$ cat src/rtl/core/mcc_pkg.sv
// ----------------------------------------------------------------------------
// mcc_pkg: shared types and constants of the conv2d bias relu core
// Defines item words, configuration set, queue entry and code points.
// ----------------------------------------------------------------------------
`default_nettype none

package mcc_pkg;

  // default store dimensions
  localparam int DEF_MAX_SIDE   = 32;
  localparam int DEF_MAX_KERNEL = 5;
  localparam int DEF_MAX_IN_CH  = 4;
  localparam int DEF_MAX_OUT_CH = 8;

  // depth of the queue between front and back
  localparam int QUEUE_DEPTH = 2;

  // command codes
  localparam logic [1:0] CMD_WR_WGT  = 2'd0;
  localparam logic [1:0] CMD_WR_BIAS = 2'd1;
  localparam logic [1:0] CMD_WR_PIX  = 2'd2;
  localparam logic [1:0] CMD_READ    = 2'd3;

  // status codes
  localparam logic [1:0] ST_OK    = 2'd0;
  localparam logic [1:0] ST_SAT   = 2'd1;
  localparam logic [1:0] ST_RANGE = 2'd2;

  // register indexes
  localparam logic [2:0] REG_IN_CH  = 3'd0;
  localparam logic [2:0] REG_OUT_CH = 3'd1;
  localparam logic [2:0] REG_IMAGE  = 3'd2;
  localparam logic [2:0] REG_KERNEL = 3'd3;
  localparam logic [2:0] REG_STRIDE = 3'd4;

  // register reset values
  localparam logic [2:0] RST_IN_CH  = 3'd1;
  localparam logic [3:0] RST_OUT_CH = 4'd1;
  localparam logic [5:0] RST_IMAGE  = 6'd32;
  localparam logic [2:0] RST_KERNEL = 3'd3;
  localparam logic [5:0] RST_STRIDE = 6'd1;

  // top of the result field
  localparam logic [30:0] RESULT_MAX = '1;

  typedef struct packed {
    logic [1:0]         command;
    logic [1:0]         in_channel;
    logic [2:0]         out_channel;
    logic [4:0]         row;
    logic [4:0]         col;
    logic signed [15:0] value;
  } in_item_t;

  typedef struct packed {
    logic [30:0] result;
    logic [1:0]  status;
  } out_item_t;

  typedef struct packed {
    logic [2:0] input_channels;
    logic [3:0] output_channels;
    logic [5:0] image_size;
    logic [2:0] kernel_side;
    logic [5:0] stride;
  } cfg_t;

  typedef enum logic [1:0] {
    OP_WGT,
    OP_BIAS,
    OP_PIX,
    OP_READ
  } op_t;

  typedef struct packed {
    op_t                op;
    logic               bad;
    logic [1:0]         in_channel;
    logic [2:0]         out_channel;
    logic [4:0]         row;
    logic [4:0]         col;
    logic signed [15:0] value;
  } queue_entry_t;

endpackage

`default_nettype wire

$ cat src/rtl/core/mcc_front.sv
// ----------------------------------------------------------------------------
// mcc_front: input side of the conv2d core
// Takes words, drops writes outside the stores, flags bad reads, queues.
// ----------------------------------------------------------------------------
`default_nettype none

module mcc_front #(
  parameter int MAX_SIDE   = mcc_pkg::DEF_MAX_SIDE,
  parameter int MAX_KERNEL = mcc_pkg::DEF_MAX_KERNEL,
  parameter int MAX_IN_CH  = mcc_pkg::DEF_MAX_IN_CH,
  parameter int MAX_OUT_CH = mcc_pkg::DEF_MAX_OUT_CH
) (
  input  wire mcc_pkg::cfg_t         cfg,
  input  wire logic                  in_valid,
  output logic                       in_stall,
  input  wire mcc_pkg::in_item_t     in_data,
  input  wire logic                  q_full,
  output logic                       q_push,
  output mcc_pkg::queue_entry_t      q_entry
);

  logic keep;
  logic cfg_ok;
  logic ic_ok, oc_ok;

  // configuration sanity for reads
  assign cfg_ok = (cfg.input_channels != 3'd0) && (int'(cfg.input_channels) <= MAX_IN_CH)
    && (cfg.output_channels != 4'd0) && (int'(cfg.output_channels) <= MAX_OUT_CH)
    && (cfg.image_size != 6'd0) && (int'(cfg.image_size) <= MAX_SIDE)
    && (cfg.kernel_side != 3'd0) && (int'(cfg.kernel_side) <= MAX_KERNEL)
    && ({3'd0, cfg.kernel_side} <= cfg.image_size) && (cfg.stride != 6'd0);

  assign ic_ok = int'(in_data.in_channel) < MAX_IN_CH;
  assign oc_ok = int'(in_data.out_channel) < MAX_OUT_CH;

  // classify the word
  always_comb begin
    q_entry.in_channel  = in_data.in_channel;
    q_entry.out_channel = in_data.out_channel;
    q_entry.row         = in_data.row;
    q_entry.col         = in_data.col;
    q_entry.value       = in_data.value;
    q_entry.bad         = 1'b0;
    case (in_data.command)
      mcc_pkg::CMD_WR_WGT: begin
        q_entry.op = mcc_pkg::OP_WGT;
        keep = ic_ok && oc_ok && (int'(in_data.row) < MAX_KERNEL)
          && (int'(in_data.col) < MAX_KERNEL);
      end
      mcc_pkg::CMD_WR_BIAS: begin
        q_entry.op = mcc_pkg::OP_BIAS;
        keep = oc_ok;
      end
      mcc_pkg::CMD_WR_PIX: begin
        q_entry.op = mcc_pkg::OP_PIX;
        keep = ic_ok && (int'(in_data.row) < MAX_SIDE) && (int'(in_data.col) < MAX_SIDE);
      end
      default: begin
        q_entry.op  = mcc_pkg::OP_READ;
        keep        = 1'b1;
        q_entry.bad = !cfg_ok || ({1'b0, in_data.out_channel} >= cfg.output_channels);
      end
    endcase
  end

  // a write outside the stores is taken and dropped
  assign in_stall = q_full;
  assign q_push   = in_valid && !q_full && keep;

endmodule

`default_nettype wire

$ cat config.mk
export PLATFORM = sky130hd
export DESIGN_NAME = mcc_front
export DESIGN_NICKNAME = d
export VERILOG_FILES = /design/src/rtl/core/mcc_pkg.sv /design/src/rtl/core/mcc_front.sv
export SDC_FILE = /design/constraint.sdc
export NUM_CORES = 1
export LEC_CHECK = 0
export ABC_AREA = 1
export BUFFER_PORTS_ARGS = -buffer_cell sky130_fd_sc_hd__buf_4
export CORE_MARGIN = 3
export CORE_UTILIZATION = 33
export DETAILED_ROUTE_END_ITERATION = 16
export GPL_TIMING_DRIVEN = 0
export PLACE_DENSITY = 0.91
export SLEW_MARGIN = 20
export SYNTH_ARGS = -nofsm -noshare
export SYNTH_HDL_FRONTEND = slang
export SYNTH_SLANG_ARGS = --single-unit
export TNS_END_PERCENT = 50
$ cat constraint.sdc
create_clock -name vclk -period 2.1
set_input_delay 0.315 -clock vclk [all_inputs]
set_output_delay 0.315 -clock vclk [all_outputs]
set_load 0.005 [all_outputs]
; ---- Yosys cells after proc, flatten, opt, wreduce, memory -nomap -nowiden
; Index checks and enable logic that the tools add are counted.
[op_classes]
magnitude_cmp = 8
eq_ne = 2
n_mux = 3
reduce_logical = 22
[ops]
columns = cell, n
row1 = $logic_and A1 B1 Y1, 12
row2 = $reduce_bool A6 Y1, 2
row3 = $lt A5 B3 Y1 const B, 2
row4 = $le A3 B3 Y1 const B, 2
row5 = $le A3 B6 Y1, 1
row6 = $le A6 B6 Y1 const B, 1
row7 = $pmux W2 S3, 1
row8 = $reduce_bool A3 Y1, 2
row9 = $ge A3 B4 Y1, 1
row10 = $le A4 B4 Y1 const B, 1
row11 = $reduce_bool A4 Y1, 1
row12 = $reduce_or A3 Y1, 1
row13 = $eq A2 B1 Y1 const B, 1
row14 = $eq A2 B2 Y1 const B, 1
row15 = $logic_not A1 Y1, 2
row16 = $logic_not A2 Y1, 1
row17 = $mux W1, 2
row18 = $logic_or A1 B1 Y1, 1
[word_totals]
register_bits = 0
input_bits = 57
out_inout_bits = 36
wordCells = 35

; ---- Depth between registers and ports, before layout
[depth]
depth_word = 13
depth_mapped = 12
mapped_depth_nobuf = 12

; ---- Least setup slack after synthesis
; No wires, ideal clock.
[synth_path]
path_type = in2out
start = input cfg[11] (netlist bit)
end = output q_entry[31] (netlist bit)
arrival_ps = 1089
required_time_ps = 1785
slack_ps = 696
stages = 9
path_buffers = 0
cell_sequence = inv_1 -> ha_1 -> nand3_1 -> nand2_1 -> inv_1 -> nand2_1 -> a21oi_2 -> nor2_1 -> nor2_1
[synth_lines]
columns = item, line
row1 = from (decl), mcc_front.sv:13  ; input wire mcc_pkg::cfg_t cfg,
row2 = to (decl), mcc_front.sv:19  ; output mcc_pkg::queue_entry_t q_entry

==> flow_summary.toml <==
[finish]
drive_gt1_frac = 0.640
seq_cells = 0
layout-area-overhead-vs-synth_pct = 97.9
layout_commonest_cell = "buf_4"
seq_area_um2 = 0
n_antenna_cell = 0
final_nets = 243
final_cell_mix = "buf_4, nand2_1, inv_1"
stdcell_area_mm2 = 0.00120
instances_no_fill = 202
clock_buffers = 0

[placement]
port-buffer-count = 75
placed_cells = 202
gp_congestion = 0.698
placed_area_mm2 = 0.00120
pre_cts_slack_ps = 412
dp_hpwl_um = 1830

[sta]
maxSlewViolCount = 0
setup_slack_ps = 426
tightest_slew_ps = 201
setup_violations = 0
whs_ps = 797
relSlewSlack = 0.865
min_period_over_period = 0.797
rsz0062_at_grt = "no"
hold_violations = 0
period_needed_ps = 1670
finalSetupTns_ps = 0
timing.fmax_mhz = 597

[floorplanning]
initial_utilization = 0.376
die_y_um = 48.8
die_x_um = 48.8
io_pins = 93
core-area_mm2 = 0.00161
fp.dieArea_mm2 = 0.00238
core.rowCount = 14

[logic_synthesis]
synth_warnings = 0
syn_nets = 166
syn_inst = 103
syn_area_per_cell_um2 = 5.88
ys_seq_area_frac = 0
yosysTopAreaCell = "buf_4"
synth_top_area_frac = 0.397
ys_top_cells_by_area = "buf_4, ha_1, nand2_1"
syn_area_um2 = 606
ys_types = 18

[worst_setup_path]
worstSetupPathType = "primary input to primary output"
slowest_stage = "ha_1"
max_stage_delay_ps = 280
cp_common_cell = "nand2_1"
cp.required_ps = 1780
worstPathMaxFanout = 2
arrival_ps = 1360
cp-end-kind = "primary output"
cp_cell_sequence = "buf_4 > ha_1 > inv_1 > nand2_1 > nand2_1 > nand2_1 > nand2_1 > nand2_1 > nand2_1 > nand3_1 > nor2_1 > nor2_1 > buf_4"
startpoint_type = "primary input"

[min_path]
min_path_type = "primary input to primary output"
whs_endpoint = "q_entry[15]"
holdPathStages = 2
min_from = "in_data[15]"

[cts]
cts_resized = 0
ctsHoldBuffers = 0
cts_setup_buffers = 0

[drt]
initialDrtViolationCount = 2
wl_per_cell_um = 9.37
dr.pass1.iters = 4
vias = 832
vias_per_cell = 4.12
drcViolationCount = 0
routed_wl_um = 1890
ant_nets = 0

[grt]
first_global_vias = 813
grt_start_max_net_pins = 4
antenna_found_initial = 0
grt_usage = 0.144
grt_pass1_wl_um = 3000
overflow = 0

[power_and_ir_drop]
vdd_drop_max_uv = 107
power_density_mw_per_mm2 = 183
leakagePower_uw = 0.000741

[outcome]
status = "completed"

[run]
maxCapViolCount = 0
-- where the power goes --
part	switching (uW)	internal (uW)
Clock	0	0
Sequential	0	0
Combinational	72.3	147
-- metal layers --
metal | track usage | vias up | part of all wire | routed length, um
met4 | 0 | 0 | 0 | 0
met5 | 0 | - | 0 | 0
met1 | 0.136 | 337 | 0.31 | 580
li1 | - | 430 | - | -
met2 | 0.308 | 65 | 0.52 | 984
met3 | 0.0489 | 0 | 0.17 | 327
-- worst max-delay path by stage --
stage	to	cells past startpoint	slack [ps]	start
global placement	q_entry[31]	13	420	cfg[15]
floorplan	q_entry[31]	9	700	cfg[11]
CTS	q_entry[31]	13	410	cfg[15]
finish	q_entry[31]	13	430	cfg[15]
global route	q_entry[31]	13	270	cfg[15]
detailed placement	q_entry[31]	13	410	cfg[15]
-- layout make-up --
class	instances	area [um^2]
timing repair buffer	75	563
fill	138	413
multi-input combinational	53	298
buffer	34	248
inverter	16	60.1
tap	24	30.0
-- through the flow --
stage | utilization | power, uW
after floorplan | - | 95.9
after global placement | 0.744 | 216
after detailed placement | 0.744 | 222
after CTS | 0.744 | 223
after global routing | 0.744 | 244
final | 0.744 | 220
-- cells in the mapped netlist --
| library cell | instances |
|---|---|
| nor2_1 | 11 |
| nor2_2 | 2 |
| nand3_1 | 3 |
| nand2_1 | 20 |
| clkbuf_1 | 2 |
| a211oi_1 | 1 |
| ha_1 | 6 |
| a21oi_1 | 1 |
| o21ai_2 | 2 |
| inv_1 | 15 |
| nand4_1 | 1 |
| o21ai_0 | 2 |
| a21oi_2 | 1 |
| nand3_2 | 1 |
| inv_2 | 1 |
| or2_1 | 1 |
| o21bai_1 | 1 |
| buf_4 | 32 |
-- logic make-up after synthesis --
| kind of cell | share of synthesized area |
|---|---|
| AO/OA/AOI/OAI | 0.0930 |
| AND/OR/NAND/NOR | 0.275 |
| adder cells (fa/ha/maj) | 0.124 |
| buffers and inverters | 0.508 |
-- critical path, delay by kind of cell --
family,cells,cell delay (ps)
AND/OR/NAND/NOR,9,480
buffers and inverters,3,300
adder cells (fa/ha/maj),1,280
(Power assumes the default switching activity.)
