## config.mk

```make
export PLATFORM = sky130hd
export DESIGN_NAME = mcc_fifo
export DESIGN_NICKNAME = d
export VERILOG_FILES = /design/src/rtl/core/mcc_pkg.sv /design/src/rtl/core/mcc_fifo.sv
export SDC_FILE = /design/constraint.sdc
export NUM_CORES = 1
export LEC_CHECK = 0
export ABC_AREA = 1
export BUFFER_PORTS_ARGS = -buffer_cell sky130_fd_sc_hd__clkbuf_2
export CAP_MARGIN = 20
export CORE_MARGIN = 5
export CORE_UTILIZATION = 50
export DETAILED_ROUTE_END_ITERATION = 8
export PLACE_DENSITY = 0.88
export REMOVE_ABC_BUFFERS = 1
export SLEW_MARGIN = 10
export SYNTH_ARGS = -nofsm -noshare
export SYNTH_HDL_FRONTEND = slang
export SYNTH_SLANG_ARGS = --single-unit
```

## constraint.sdc

```tcl
create_clock -name clk -period 3.1 [get_ports clk]
set_input_delay 0.62 -clock clk [delete_from_list [all_inputs] [get_ports clk]]
set_output_delay 0.62 -clock clk [all_outputs]
set_load 0.01 [all_outputs]
```

## src/rtl/core/mcc_pkg.sv

```systemverilog
// ----------------------------------------------------------------------------
// mcc_pkg: shared types and constants of the conv2d bias relu core
// Defines item words, configuration set, queue entry and code points.
// ----------------------------------------------------------------------------
`default_nettype none

package mcc_pkg;

  // default store dimensions
  localparam int DEF_MAX_SIDE   = 32;
  localparam int DEF_MAX_KERNEL = 5;
  localparam int DEF_MAX_IN_CH  = 4;
  localparam int DEF_MAX_OUT_CH = 8;

  // depth of the queue between front and back
  localparam int QUEUE_DEPTH = 2;

  // command codes
  localparam logic [1:0] CMD_WR_WGT  = 2'd0;
  localparam logic [1:0] CMD_WR_BIAS = 2'd1;
  localparam logic [1:0] CMD_WR_PIX  = 2'd2;
  localparam logic [1:0] CMD_READ    = 2'd3;

  // status codes
  localparam logic [1:0] ST_OK    = 2'd0;
  localparam logic [1:0] ST_SAT   = 2'd1;
  localparam logic [1:0] ST_RANGE = 2'd2;

  // register indexes
  localparam logic [2:0] REG_IN_CH  = 3'd0;
  localparam logic [2:0] REG_OUT_CH = 3'd1;
  localparam logic [2:0] REG_IMAGE  = 3'd2;
  localparam logic [2:0] REG_KERNEL = 3'd3;
  localparam logic [2:0] REG_STRIDE = 3'd4;

  // register reset values
  localparam logic [2:0] RST_IN_CH  = 3'd1;
  localparam logic [3:0] RST_OUT_CH = 4'd1;
  localparam logic [5:0] RST_IMAGE  = 6'd32;
  localparam logic [2:0] RST_KERNEL = 3'd3;
  localparam logic [5:0] RST_STRIDE = 6'd1;

  // top of the result field
  localparam logic [30:0] RESULT_MAX = '1;

  typedef struct packed {
    logic [1:0]         command;
    logic [1:0]         in_channel;
    logic [2:0]         out_channel;
    logic [4:0]         row;
    logic [4:0]         col;
    logic signed [15:0] value;
  } in_item_t;

  typedef struct packed {
    logic [30:0] result;
    logic [1:0]  status;
  } out_item_t;

  typedef struct packed {
    logic [2:0] input_channels;
    logic [3:0] output_channels;
    logic [5:0] image_size;
    logic [2:0] kernel_side;
    logic [5:0] stride;
  } cfg_t;

  typedef enum logic [1:0] {
    OP_WGT,
    OP_BIAS,
    OP_PIX,
    OP_READ
  } op_t;

  typedef struct packed {
    op_t                op;
    logic               bad;
    logic [1:0]         in_channel;
    logic [2:0]         out_channel;
    logic [4:0]         row;
    logic [4:0]         col;
    logic signed [15:0] value;
  } queue_entry_t;

endpackage

`default_nettype wire

```

## src/rtl/core/mcc_fifo.sv

```systemverilog
// ----------------------------------------------------------------------------
// mcc_fifo: short queue between front and back
// Holds classified entries so that each side can stall on its own.
// ----------------------------------------------------------------------------
`default_nettype none

module mcc_fifo (
  input  wire logic                  clk,
  input  wire logic                  rst_n,
  input  wire logic                  push,
  input  wire mcc_pkg::queue_entry_t push_entry,
  input  wire logic                  pop,
  output logic                       q_valid,
  output mcc_pkg::queue_entry_t      q_entry,
  output logic                       full
);

  localparam int DEPTH = mcc_pkg::QUEUE_DEPTH;
  localparam int PW    = (DEPTH > 1) ? $clog2(DEPTH) : 1;
  localparam int CNTW  = $clog2(DEPTH + 1);

  mcc_pkg::queue_entry_t slot_r [DEPTH];
  logic [PW-1:0]   wptr_r, rptr_r;
  logic [CNTW-1:0] count_r;

  assign q_valid = count_r != '0;
  assign full    = count_r == CNTW'(DEPTH);
  assign q_entry = slot_r[rptr_r];

  // entry storage
  always_ff @(posedge clk) begin
    if (push) begin
      slot_r[wptr_r] <= push_entry;
    end
  end

  // pointers and fill count
  always_ff @(posedge clk) begin
    if (!rst_n) begin
      wptr_r  <= '0;
      rptr_r  <= '0;
      count_r <= '0;
    end else begin
      if (push) begin
        wptr_r <= (wptr_r == PW'(DEPTH - 1)) ? '0 : wptr_r + 1'b1;
      end
      if (pop) begin
        rptr_r <= (rptr_r == PW'(DEPTH - 1)) ? '0 : rptr_r + 1'b1;
      end
      if (push && !pop) begin
        count_r <= count_r + 1'b1;
      end else if (pop && !push) begin
        count_r <= count_r - 1'b1;
      end
    end
  end

endmodule

`default_nettype wire

```

## Word level (Yosys, flattened, before mapping)

Memories as Yosys holds them, arrays and structs flattened. A register that Yosys moved wholly into a read port is not among the register bits.
Index checks and enable logic that the tools add are counted.

- Reduce and logical (&&, ||, !) cells: 6
- $add $sub $neg: 4
- Multiplexer cells: 8
- Eq/ne operators: 1

Operators by type and width:

| cell | number |
|---|---|
| $mux 1 | 6 |
| $mux 2 | 2 |
| $reduce_bool 2->1 | 2 |
| $add 1x1->1 const B | 2 |
| $add 2x1->2 const B | 1 |
| $eq 2x2->1 const B | 1 |
| $logic_and 1x1->1 | 2 |
| $logic_not 1->1 | 2 |
| $sub 2x1->2 const B | 1 |

- Memories kept: 1
- Input bits: 38
- Bits in writable memories: 68
- Flip-flop bits (word level): 4
- Word-level logic and storage cells: 23

Memory list:

| name | words | width | rd ports | clocked after memory_dff | write ports | RTL line | text |
|---|---|---|---|---|---|---|---|
| slot_r | 2 | 34 | 1 | 1 | 1 | mcc_fifo.sv:22 | `mcc_pkg::queue_entry_t slot_r [DEPTH];` |

## Depth between registers and ports, before layout

Gate-level depths: netlist of the first run.

- Word-level depth: 4
- Gate-level depth with buffers: 8
- Depth with buffers taken out: 8

## Worst setup path before layout of the first run

OpenSTA, ideal clock, no wires.

- Kind: input-to-reg
- From: input port push
- To: memory slot_r[0][0] (netlist name), enable pin
- Slack: 582 ps
- Stages on the path: 2
- Path buffers: 0
- Arrival: 2093 ps
- Setup time: 426 ps
- Cell sequence: inv_1 -> nor2_1

- Longest elaborated chain between the ends: 2

Ends and longest elaborated chain:

| item | RTL line | text |
|---|---|---|
| from (decl) | mcc_fifo.sv:10 | `input wire logic push,` |
| $mux 1 | mcc_fifo.sv:32 | `if (push) begin` |
| $mux 1 (implied by the code) | mcc_fifo.sv:33 | `slot_r[wptr_r] <= push_entry;` |
| to (decl) | mcc_fifo.sv:22 |  |

No other way between the ends.

==> metrics.yaml, run 1 <==
setup_path:
  reg2regPathDepth: 1
  worstPathMaxFanout: 17
  critPathCaptureType: "output port"
  startpoint_type: "flip-flop"
  cp.required_ns: 2.48
  cp.arrival_ns: 1.75
  rr_endpoint: "slot_r[0][10]"
  critPathKind: "flip-flop to output port"
  rrSetupSlack_ns: 1.58
  r2r-start: "wptr_r"
cts:
  numCtsBuffers: 9
  clk_pin_slew_ns: 0.08
  cts_sinks: 73
  post-cts-setup-buffers: 0
  cts_tree: "done"
  root_buffer: "clkbuf_8"
  cts-htree-levels: 3
  clkLatencyLatePin_ns: 0.34
  ctsResizeCount: 0
  cts_buffer_depth: 2
  hold_buffers: 0
route:
  routed_wirelength_um: 4600
  dr.pass1.iters: 4
  drt-initial-drc-count: 80
  vias: 1423
  drc: 0
  via_per_inst: 4.73
  ant_nets: 0
  wl_per_cell_um: 15.3
timing:
  fin_crit_ns: 2.37
  grt_setup_unrepaired: "false"
  max_clock_freq_mhz: 422
  tightestPinTransition_ns: 0.983
  worst_slew_margin_rel_pct: 34.3
  drv_slew: 0
  finalHoldViolCount: 0
  period_share_pct: 76.5
  finalSetupViolations: 0
  tns_ns: 0
  clock_skew_ns: 0.00348
  holdWs_ns: 0.468
synth:
  syn_inst: 141
  synth_seq_cells: 73
  synth.largest_area_cell: "edfxtp_1"
  synth_area_leaders: "edfxtp_1 (72%), mux2_4 (16%), dfxtp_1 (3.5%)"
  synth_cell_type_count: 14
  synth_warnings: 0
  yosysSeqAreaShare_pct: 75.5
  yosys.area.top_type_share_pct: 72.0
  post_synth.cell_area_avg_um2: 20.1
  syn_area_um2: 2840
place:
  place.gp.congestion: 0.703
  port_buffers: 73
  dpl.hpwl_um: 3250
  place_inst: 285
power_and_ir_drop:
  ir_worst_vdd_mv: 0.330
  p_per_area_nw_per_um2: 647
  power.leakage_uw: 0.00146
  fin_total_pwr_uw: 2260
global_routing:
  grt_start_max_net_pins: 35
  grt_use_total_pct: 13.7
  globalRoute.totalOverflow: 0
  antenna_found_initial: 0
  grt_pass1_vias: 1542
  grt_pass1_wl_um: 7360
min_path:
  hold_path_startpoint: "push_entry[6]"
  holdCritPathClass: "input port to flip-flop"
  min_to: "slot_r[1][6]"
  min_path_cells: 1
final_layout:
  finalNonFillerCells: 301
  fillers: 394
  area_delta_synth_final_pct: 23.2
  mostFrequentLayoutCell: "clkbuf_2"
  fin_nets: 263
  multiInputGateArea_um2: 601
  seqCellArea_um2: 2140
  diodes: 0
  drive_gt1_share_pct: 55.9
  most-common-layout-cells: "clkbuf_2 (73), edfxtp_1 (68), mux2_4 (30), nand2_1 (9), clkbuf_8 (9)"
floorplan:
  core_area_um2: 5510
  core.rowCount: 27
  initial_core_util_pct: 51.5
  pin_count: 74
  die_width_um: 85.3
  dieHeight_um: 85.3
  die_area_um2: 7280
run_status:
  status: "finished clean"
job:
  max_cap_violations: 0
-- cell usage after synthesis --
master and number:
nand3_1 1, a21oi_1 1, mux2_2 4, nor2_1 8, edfxtp_1 68, buf_12 3, nand4_1 1, o21ai_0 1
mux2_4 30, ha_1 1, buf_6 1, dfxtp_1 5, inv_1 8, nand2_1 9
-- final cells by class --
| type | instances | share of cell area [%] |
|---|---|---|
| Clock buffer | 9 | 3.55 |
| Clock inverter | 7 | 3.37 |
| Inverter | 8 | 0.860 |
| Multi-Input combinational cell | 56 | 17.2 |
| Sequential cell | 73 | 61.4 |
| Tap cell | 72 | 2.58 |
| Timing Repair Buffer | 76 | 11.1 |
-- registers in the layout, indices dropped and copies added (netlist names), named ones only --
name	cells
rptr_r	1
slot_r	68
count_r	2
wptr_r	1
-- layer usage --
layer  track usage (%)  vias up  routed length [µm]
li1                  -      693                   -
met1              14.4      679                1740
met2              23.7       47                2440
met3              6.80        4                 378
met4              4.75        0                  44
met5                 0        -                   0
-- worst max-delay path, stage by stage (launching register included) --
cell      delay, ns
dfxtp_2        0.65
buf_4          0.32
mux2_4         0.31
clkbuf_2       0.13
-- logic make-up after synthesis --
group / after synthesis / synth area share (%)
and+or+nand+nor: 19 / 2.65
buffers and inverters: 12 / 3.57
AOI/OAI and AO/OA: 2 / 0.353
DFF: 73 / 75.5
muxes: 34 / 17.5
adders and majority gates: 1 / 0.441
-- how the worst max path moves through the flow --
| stage | endpoint | slack, ns | from | cells past startpoint |
|---|---|---|---|---|
| after floorplan | slot_r[0][0] | 0.58 | push | 2 |
| after global placement | q_entry[24] | 1.07 | flip-flop | 3 |
| after detailed placement | q_entry[22] | 1.06 | flip-flop | 3 |
| after CTS | q_entry[22] | 0.68 | flip-flop | 3 |
| after global routing | q_entry[22] | 0.61 | flip-flop | 3 |
| final | q_entry[32] | 0.73 | flip-flop | 3 |
-- report_power, final --
group          leakage [µW]  internal, µW  switching [µW]
sequential         0.000680          1140            23.2
combinational      0.000657           115             107
clock              0.000124           536             341
-- per-stage QoR --
step | area [µm²] | worst slack (ns) | utilization, %
2_1_floorplan | 2770 | 0.582 | -
6_report | 3490 | 0.728 | 63.4
3_5_place_dp | 3250 | 1.06 | 59.1
5_1_grt | 3490 | 0.609 | 63.4
4_1_cts | 3490 | 0.676 | 63.4
3_3_place_gp | 3250 | 1.07 | 59.1
(Power assumes the default switching activity.)
==> inputs of run 2 (changes only) <==
clock period = 2.35 ns   (was 3.1 ns; I/O delays follow)
==> metrics.yaml, run 2 (synthesized netlist as in run 1, its figures left out) <==
run_status:
  status: "finished clean"
place:
  place_area_um2: 3260
  dpl.hpwl_um: 3240
  place.gp.congestion: 0.685
  port_buffers: 73
  place_inst: 285
  place_ws_ns: 0.581
final_layout:
  top_register: "slot_r"
  multiInputGateArea_um2: 601
  drive_gt1_share_pct: 55.3
  mostFrequentLayoutCell: "clkbuf_2"
  largest_reg_flops: 68
  fin_nets: 263
  most-common-layout-cells: "clkbuf_2 (73), edfxtp_1 (68), mux2_4 (30), nand2_1 (9), clkbuf_8 (9)"
  diodes: 0
  fillers: 377
  finalNonFillerCells: 300
  seqCellArea_um2: 2140
  reg.largest.list: "slot_r (68), count_r (2)"
  area_delta_synth_final_pct: 22.4
  fin_area_um2: 3470
min_path:
  holdCritPathClass: "input port to flip-flop"
global_routing:
  grt_use_total_pct: 13.7
  globalRoute.totalOverflow: 0
  antenna_found_initial: 0
  grt_pass1_vias: 1477
  grt_pass1_wl_um: 7220
  grt_start_max_net_pins: 35
floorplan:
  die_width_um: 85.3
  pin_count: 74
  die_area_um2: 7280
  initial_core_util_pct: 51.5
  dieHeight_um: 85.3
  core.rowCount: 27
  core_area_um2: 5510
route:
  wl_met3_um: 396
  route.layer.met1.wl_um: 1680
  drc: 0
  via_per_inst: 4.74
  ant_nets: 0
  met2_length_um: 2510
  dr.pass1.iters: 4
  wl_per_cell_um: 15.4
  route.top_layer_used: "met4"
  vias: 1421
  drt-initial-drc-count: 59
  routed_wirelength_um: 4630
cts:
  ctsResizeCount: 0
  cts_buffer_depth: 2
  root_buffer: "clkbuf_8"
  clk_pin_slew_ns: 0.07
  numCtsBuffers: 9
  clkLatencyLatePin_ns: 0.33
  hold_buffers: 0
  cts_tree: "done"
  cts_sinks: 73
  cts-htree-levels: 3
  post-cts-setup-buffers: 0
power_and_ir_drop:
  ir_worst_vdd_mv: 0.384
  p_per_area_nw_per_um2: 818
  fin_total_pwr_uw: 2840
  power.leakage_uw: 0.00144
timing:
  grt_setup_unrepaired: "false"
  tns_ns: 0
  worst_slew_margin_rel_pct: 69.8
  tightestPinTransition_ns: 0.453
  setup_slack_ns: 0.222
  finalSetupViolations: 0
  clock_skew_ns: 0.00254
  finalHoldViolCount: 0
  period_share_pct: 90.6
  drv_slew: 0
  fin_crit_ns: 2.13
  max_clock_freq_mhz: 470
setup_path:
  cp.required_ns: 1.88
  critPathKind: "flip-flop to output port"
  worstPathMaxFanout: 25
  cp.arrival_ns: 1.66
  critPathCaptureType: "output port"
  startpoint_type: "flip-flop"
job:
  max_cap_violations: 0
==> run 2: worst max-delay path, stage by stage (launching register included) <==
cell	delay [ns]
dfxtp_2	0.54
buf_12	0.26
mux2_2	0.37
clkbuf_2	0.13
==> run 2: cell type report <==
class	count	area share, %
Sequential cell	73	61.7
Multi-Input combinational cell	56	17.3
Timing Repair Buffer	76	11.5
Clock buffer	9	3.57
Tap cell	72	2.59
Clock inverter	6	2.41
Inverter	8	0.865
==> run 2: worst paths after layout <==
path / slack, ns / endpoint / depth (start not counted) / start
max: 0.22 / q_entry[14] / 3 / flip-flop
min reg2reg: 0.51 / rptr_r / 2 / rptr_r
min: 0.32 / slot_r[1][6] / 1 / push_entry[6]
max reg2reg: 1.08 / slot_r[1][25] / 3 / wptr_r
==> run 2: metrics by stage <==
stage	hold WS, ns	util [%]
after global routing	0.287	63.1
after detailed placement	0.492	59.3
after CTS	0.299	63.1
after global placement	0.478	59.3
after floorplan	0.463	-
final	0.320	63.1
==> run 2: layer usage <==
metal / track usage, % / vias to the layer above
li1: - / 690
met1: 14.1 / 677
met2: 23.2 / 50
met3: 6.41 / 4
met4: 6.91 / 0
met5: 0 / -
==> run 2: power by group <==
group          total (µW)  internal [µW]  leakage (µW)  switching, µW
Sequential           1530           1500      0.000680           28.1
Clock                1010            585     0.0000987            426
Combinational         300            155      0.000661            145
Total                2840           2240       0.00144            598
==> inputs of run 3 (changes only) <==
BUFFER_PORTS_ARGS = not set   (was -buffer_cell sky130_fd_sc_hd__clkbuf_2)
DONT_BUFFER_PORTS = 1   (was not set)
PLACE_DENSITY = 0.77   (was 0.88)
==> metrics.yaml, run 3 (synthesized netlist as in run 1, its figures left out) <==
place:
  place.gp.congestion: 0.696
  port_buffers: 0
  dpl.hpwl_um: 3130
setup_path:
  critPathCaptureType: "output port"
  path_cells: "buf_12, mux2_2"
  cp.required_ns: 1.88
  startpoint_type: "flip-flop"
  cpPeakStageDelay_ns: 0.56
  r2r-start: "wptr_r"
  cp.arrival_ns: 1.55
  worst-path-buf-inv: 1
  worstPathMaxFanout: 24
  critPathKind: "flip-flop to output port"
  path_delay_family: "flip-flops"
  crit_path_top_delay_cell: "dfxtp_2"
global_routing:
  grt_busiest_layer: "met2"
  grt_pass1_wl_um: 6620
  grt_util_met3_pct: 7.86
  grt_pass1_vias: 1281
  grt_util_met1_pct: 11.8
  globalRoute.totalOverflow: 0
  antenna_found_initial: 0
  grt_use_total_pct: 12.7
  use_met2_pct: 20.8
  grt_start_max_net_pins: 26
power_and_ir_drop:
  power.leakage_uw: 0.00113
  p_per_area_nw_per_um2: 845
  ir_worst_vdd_mv: 0.427
  fin_total_pwr_uw: 2620
final_layout:
  largest_reg_flops: 68
  mostFrequentLayoutCell: "edfxtp_1"
  most-common-layout-cells: "edfxtp_1 (68), mux2_4 (30), nand2_1 (9), clkbuf_8 (9), inv_1 (8)"
  top_register: "slot_r"
  seqCellArea_um2: 2140
  multiInputGateArea_um2: 601
  area_delta_synth_final_pct: 9.31
  diodes: 0
  reg.largest.list: "slot_r (68), count_r (2)"
  drive_gt1_share_pct: 32.3
  fillers: 428
  fin_nets: 190
cts:
  ctsResizeCount: 0
  clkLatencyLatePin_ns: 0.33
  numCtsBuffers: 9
  root_buffer: "clkbuf_8"
  post-cts-setup-buffers: 0
  cts_buffer_depth: 2
  cts_sinks: 73
  cts_tree: "done"
  clk_pin_slew_ns: 0.07
  hold_buffers: 0
  cts-htree-levels: 3
timing:
  fin_crit_ns: 2.02
  finalSetupViolations: 0
  period_share_pct: 86.0
  holdWs_ns: 0.229
  tightestPinTransition_ns: 0.543
  grt_setup_unrepaired: "false"
  finalHoldViolCount: 0
  drv_slew: 0
  worst_slew_margin_rel_pct: 63.7
  max_clock_freq_mhz: 495
  clock_skew_ns: 0.00656
floorplan:
  die_width_um: 85.3
  dieHeight_um: 85.3
  core_area_um2: 5510
  core.rowCount: 27
  initial_core_util_pct: 51.5
  die_area_um2: 7280
  pin_count: 74
route:
  drc: 0
  vias: 1172
  via_per_inst: 5.16
  wl_per_cell_um: 19.1
  drt-initial-drc-count: 58
  dr.pass1.iters: 4
  routed_wirelength_um: 4330
  ant_nets: 0
run_status:
  status: "finished clean"
min_path:
  hold_path_startpoint: "push_entry[2]"
  holdCritPathClass: "input port to flip-flop"
job:
  max_cap_violations: 0
==> run 3: final timing paths <==
kind / to / slack [ns] / cells past startpoint
max: q_entry[18] / 0.33 / 2
min: slot_r[1][2] / 0.23 / 0
max reg2reg: slot_r[1][32] / 0.90 / 3
min reg2reg: rptr_r / 0.50 / 2
==> run 3: area by class of cell <==
type / count / area share, %
clock buffer: 11 / 4.24
sequential: 73 / 69.1
clock inverter: 4 / 1.45
multi-input combinational: 56 / 19.4
timing repair buffer: 3 / 1.94
inverter: 8 / 0.969
tap: 72 / 2.91
==> run 3: worst reg2reg max path, cell delays in order (launching register included) <==
cell and delay, ns:
dfxtp_1 0.39, nand2_1 0.09, inv_1 0.41, buf_12 0.26
==> run 3: per-layer routing <==
metal / wire length, µm / up-vias
met5: 0 / -
met4: 117 / 0
met3: 604 / 12
met2: 2280 / 57
met1: 1330 / 561
li1: - / 542
==> run 3: through the flow <==
step	cell area (µm²)	setup slack (ns)	setup TNS, ns	utilization [%]	cells
6_report	3100	0.330	0	56.3	227
5_1_grt	3100	0.233	0	56.3	227
4_1_cts	3100	0.284	0	56.3	227
3_5_place_dp	2920	0.656	0	53.1	212
3_3_place_gp	2920	0.686	0	53.1	212
2_1_floorplan	2770	-0.0184	-0.627	-	137
==> run 3: where the power goes <==
group	internal [µW]	switching [µW]
clock	478	391
sequential	1500	27.1
combinational	105	117
total	2080	536
